## config.mk

```make
export PLATFORM = sky130hd
export DESIGN_NAME = ufmms_front
export DESIGN_NICKNAME = d
export VERILOG_FILES = /design/src/hdl/ufmms_pkg.sv /design/src/hdl/ufmms_front.sv
export SDC_FILE = /design/constraint.sdc
export NUM_CORES = 1
export LEC_CHECK = 0
export BUFFER_PORTS_ARGS = -buffer_cell sky130_fd_sc_hd__buf_2
export CAP_MARGIN = 20
export CORE_MARGIN = 2
export CORE_UTILIZATION = 45
export CTS_CLUSTER_DIAMETER = 80
export CTS_CLUSTER_SIZE = 40
export DETAILED_ROUTE_END_ITERATION = 10
export GPL_ROUTABILITY_DRIVEN = 0
export PLACE_DENSITY_LB_ADDON = 0.3
export RECOVER_POWER = 100
export SYNTH_ARGS = -nofsm -noshare
export SYNTH_HDL_FRONTEND = slang
export SYNTH_SLANG_ARGS = --single-unit
```

## constraint.sdc

```tcl
create_clock -name clock -period 6.2 [get_ports clock]
set_input_delay 1.86 -clock clock [delete_from_list [all_inputs] [get_ports clock]]
set_output_delay 1.86 -clock clock [all_outputs]
set_load 0.02 [all_outputs]
```

## src/hdl/ufmms_pkg.sv

```systemverilog
// Package for the disjoint-set store: widths, constants, state and queue types.
// Depends on nothing; every other file but ufmms_if imports it.
package ufmms_pkg;

   localparam int NUM_ELEMENTS = 1024;
   localparam int ELEM_W       = 11;
   localparam int ADDR_W       = $clog2(NUM_ELEMENTS);
   localparam int QUEUE_DEPTH  = 2;

   typedef logic [ELEM_W-1:0] elem_type;
   typedef logic [ADDR_W-1:0] addr_type;

   typedef enum logic {
      OP_UNION = 1'b0,
      OP_QUERY = 1'b1
   } op_type;

   // Request transaction as seen on the input channel
   typedef struct packed {
      op_type   operation;
      elem_type elem_a;
      elem_type elem_b;
   } req_type;

   // One classified command passed from front to back
   typedef struct packed {
      op_type   op;
      logic     valid_a;
      logic     valid_b;
      elem_type elem_a;
      elem_type elem_b;
   } cmd_type;

   typedef struct packed {
      elem_type set_min;
      elem_type set_max;
      elem_type set_size;
      logic     in_range;
   } rsp_type;

   typedef enum logic [3:0] {
      ST_CLEAR,
      ST_IDLE,
      ST_FIND_RD,
      ST_FIND_WT,
      ST_COMP_RD,
      ST_COMP_WT,
      ST_NEXT,
      ST_INFO_RD,
      ST_INFO_WT,
      ST_MERGE,
      ST_RESP
   } state_type;

   // Map an element number (1..NUM_ELEMENTS) to a memory address
   function automatic addr_type to_addr(elem_type e);
      elem_type d;
      d = e - elem_type'(1);
      return d[ADDR_W-1:0];
   endfunction

   function automatic elem_type to_elem(addr_type a);
      return elem_type'(a) + elem_type'(1);
   endfunction

endpackage

```

## src/hdl/ufmms_front.sv

```systemverilog
// Front end: accept requests, range check elements, push into a short queue.
// Depends on ufmms_pkg.
module ufmms_front
   import ufmms_pkg::*;
(
   input  logic      clock,
   input  logic      reset,
   input  elem_type  limit,
   input  logic      req_valid,
   output logic      req_ready,
   input  logic      req_operation,
   input  elem_type  req_elem_a,
   input  elem_type  req_elem_b,
   output logic      cmd_valid,
   input  logic      cmd_ready,
   output cmd_type   cmd_data
);

   cmd_type     q_ff [QUEUE_DEPTH];
   logic        wr_ff, wr_in, rd_ff, rd_in;
   logic [1:0]  cnt_ff, cnt_in;
   cmd_type     cmd_new;
   logic        push, pop;

   // Classify the incoming transaction
   always_comb begin
      cmd_new.op      = op_type'(req_operation);
      cmd_new.elem_a  = req_elem_a;
      cmd_new.elem_b  = req_elem_b;
      cmd_new.valid_a = (req_elem_a != '0) && (req_elem_a <= limit);
      cmd_new.valid_b = (req_elem_b != '0) && (req_elem_b <= limit);
   end

   assign req_ready = (cnt_ff != 2'(QUEUE_DEPTH));
   assign cmd_valid = (cnt_ff != 2'd0);
   assign cmd_data  = q_ff[rd_ff];
   assign push      = req_valid && req_ready;
   assign pop       = cmd_valid && cmd_ready;

   always_comb begin
      wr_in  = push ? ~wr_ff : wr_ff;
      rd_in  = pop ? ~rd_ff : rd_ff;
      cnt_in = cnt_ff + 2'(push) - 2'(pop);
   end

   // Advance queue pointers
   always_ff @(posedge clock) begin
      if (reset) begin
         wr_ff  <= 1'b0;
         rd_ff  <= 1'b0;
         cnt_ff <= 2'd0;
      end else begin
         wr_ff  <= wr_in;
         rd_ff  <= rd_in;
         cnt_ff <= cnt_in;
      end
   end

   always_ff @(posedge clock) begin
      if (push) begin
         q_ff[wr_ff] <= cmd_new;
      end
   end

`ifndef ASSERT_OFF
   a_no_overflow: assert property (@(posedge clock) disable iff (reset)
      cnt_ff == 2'(QUEUE_DEPTH) |-> !push) else $error("queue overflow");
   a_no_underflow: assert property (@(posedge clock) disable iff (reset)
      cnt_ff == 2'd0 |-> !pop) else $error("queue underflow");
   a_count: assert property (@(posedge clock) disable iff (reset)
      cnt_ff <= 2'(QUEUE_DEPTH)) else $error("queue count out of range");
`endif

endmodule

```

==> run_results.csv <==
group,metric,value,unit
synth,syn_area,2610,µm²
pwr,power_density,337,nW/µm²
hold_path,hold_path_class,"flip-flop to flip-flop",
setup_path,critPathMaxFanout,15,
route,vias,1623,
timing,period_share,0.662,
synth,yosys-top-cells-area,"edfxtp_1 58%, ha_1 12%, mux2_2 11%",
timing,clock.fmax,0.244,GHz
clocking,cts_resized,0,
setup_path,cp_top_family,"buffers and inverters",
place,dp_slack,2.65,ns
grt,grt_pass1_vias,1569,
clocking,cts.sink_count,55,
grt,grtUsageTotal,0.153,
synth,synth_ff_type,"edfxtp_1",
timing,hold_viol,0,
setup_path,critPathBufInv,2,
synth,synth-simple-area-share,0.0666,
hold_path,min_to,"rd_ff",
setup_path,max_stage_delay,0.67,ns
place,place_area,3020,µm²
clocking,cts_tree,"yes",
cells_and_area,regArea,1600,µm²
setup_path,worst_path_max_delay_cell,"dfxtp_1",
synth,synth_top_family_by_area,"adder cells",
route,wl,4.53,mm
synth,yosys_register_bits,55,
synth,yosys_warnings,0,
place,io_buffers,64,
hold_path,holdPathStages,2,
cells_and_area,multi_input_area,925,µm²
grt,antenna_found_initial,0,
synth,ys_seq_area_frac,0.614,
cells_and_area,stdcell_count,321,
synth,synthArstFlopShare,0,
cells_and_area,fillers,514,
run_status,status,"finished, final reports clean",
grt,grt_max_degree,26,
floorplan,start_util,0.471,
grt,grt_pass1_wl,7.32,mm
cells_and_area,diodes,0,
route,drc_errors,0,
setup_path,crit_type,"flip-flop to output pin",
clocking,clk_pin_slew,0.09,ns
cells_and_area,area_delta_synth_final,17.2,%
clocking,cts_hold_buf,0,
cells_and_area,drive_gt1_frac,0.217,
synth,post-synth-top-area-cell,"edfxtp_1",
timing,relSlewSlack,0.293,
synth,synth_edf_count,50,
setup_path,crit_top_cell,"clkbuf_1",
setup_path,path_cells,"clkbuf_1, mux2_2, clkbuf_1",
clocking,postCtsSetupBuffers,0,
clocking,cts.htree.levels,2,
synth,synth-compound-area-share,0.0561,
synth,synth.top_cell.area_share,0.575,
floorplan,die_width,80.2,µm
timing,rsz0062_at_grt,"no",
floorplan,die_h,80.2,µm
timing,fin_skew,0.00870,ns
setup_path,timing.rr.start,"cnt_ff[0]",
clocking,clock_path_buffers,2,
hold_path,hold_start,"rd_ff",
synth,avgSynthCellArea,14.7,µm²
route,drtAntennaViolNets,0,
floorplan,core.rowCount,27,
grt,overflow,0,
setup_path,r2r_setup_slack,3.73,ns
setup_path,reg2regPathDepth,4,
setup_path,crit_required,4.34,ns
timing,worst_slew_pin_slew,1.06,ns
clocking,cts-root-buf,"clkbuf_8",
synth,synth-adder-area-share,0.115,
pwr,vdd_ir_drop_max,0.164,mV
cells_and_area,final_nets,310,
synth,syn-num-nets,239,
floorplan,coreArea,5540,µm²
setup_path,arrival,2.24,ns
timing,setup_ws,2.10,ns
route,avgViaCountPerCell,5.06,
setup_path,cp-start-kind,"flip-flop",
floorplan,die_area,6420,µm²
setup_path,rr_endpoint,"q_ff[0][11]",
route,wl_per_cell,14.1,µm
timing,post-route-min-period,4.10,ns
synth,syn_inst,177,
synth,synth-xor-area-share,0.0134,
setup_path,cp-end-kind,"output pin",
timing,setup_tns,0,ns
pwr,p_leak,1.15,nW
timing,slew_violations,0,
route,drt_iter0_markers,59,
floorplan,io_pins,65,
synth,synth.area.mux_share,0.108,
route,dr.pass1.iters,4,
clocking,clock_latency,0.30,ns
clocking,cts_buffers,5,
place,dp_cells,312,
place,dp_hpwl,3.47,mm
timing,finalSetupViolCount,0,
synth,ys_types,28,
cells_and_area,design_area,3060,µm²
flow_run,timing.max_cap.violations,0,
==> routing by layer <==
layer	wire, µm	vias to the layer above	global-route usage
li1	-	813	-
met1	2000	763	0.200
met2	2260	43	0.250
met3	231	4	0.0393
met4	44	0	0.0475
met5	0	-	0
==> tightest hold or removal path, stage by stage, from the launching register on <==
cell     delay, ns
dfxtp_1       0.34
xnor2_1       0.09
nor2_1        0.07
==> kinds of logic (layout without fill, tap and decap cells) <==
| logic type | after synthesis | count (layout) |
|---|---|---|
| compound gates | 18 | 18 |
| xor+xnor | 4 | 4 |
| fa+ha+maj | 24 | 24 |
| buf+inv | 18 | 90 |
| flops | 55 | 55 |
| mux | 25 | 25 |
| simple gates | 33 | 33 |
==> final cells by class <==
| cell class | instances | area share |
|---|---|---|
| multi-input cells | 104 | 0.302 |
| repair buffers | 67 | 0.0892 |
| flip-flops and latches | 55 | 0.524 |
| inverters | 15 | 0.0184 |
| clock inverters | 1 | 0.00164 |
| clock buffers | 7 | 0.0352 |
| well taps | 72 | 0.0295 |
==> how the worst max path moves through the flow <==
stage,start,to,slack [ns],cells after the start
floorplan,req_valid,q_ff[0][0],2.77,2
global placement,flip-flop,cmd_data[22],2.65,2
detailed placement,flip-flop,cmd_data[22],2.65,2
CTS,flip-flop,cmd_data[22],2.30,2
global route,flip-flop,cmd_data[19],1.94,3
finish,flip-flop,cmd_data[22],2.10,3
==> cell usage in the layout (no fill, tap or decap), drive strengths merged, types with 5 or more instances in the layout <==
| cell | netlist | layout |
|---|---|---|
| ha | 24 | 24 |
| nor2 | 7 | 7 |
| mux2 | 25 | 25 |
| dfxtp | 5 | 5 |
| a21oi | 6 | 6 |
| inv | 15 | 15 |
| buf | 3 | 17 |
| clkbuf | 0 | 57 |
| edfxtp | 50 | 50 |
==> sequential cells by signal, indices dropped and copies added, names as in the netlist, named ones only <==
register,count
cnt_ff,2
q_ff,50
rd_ff,1
wr_ff,1
==> where the power goes <==
part	switching (mW)	internal, mW	total [mW]
combinational	0.193	0.119	0.312
sequential	0.0241	0.473	0.497
clock	0.107	0.114	0.221
==> synthesized netlist by cell type (4+ instances only) <==
library cell  count
nor3_1            4
nand3_1           4
nor4_1            4
ha_1             24
nor2_1            7
mux2_2           25
inv_1            15
nand4_1           4
edfxtp_1         50
dfxtp_1           5
==> metrics by stage <==
step                 util  hold slack (ns)  power, mW
floorplan               -            0.481      0.738
global placement    0.546            0.496      0.839
detailed placement  0.546            0.499      0.843
CTS                 0.566            0.532       1.06
global route        0.552            0.544       1.09
finish              0.552            0.534       1.03
Note: power is estimated with default switching activity, not from simulation.
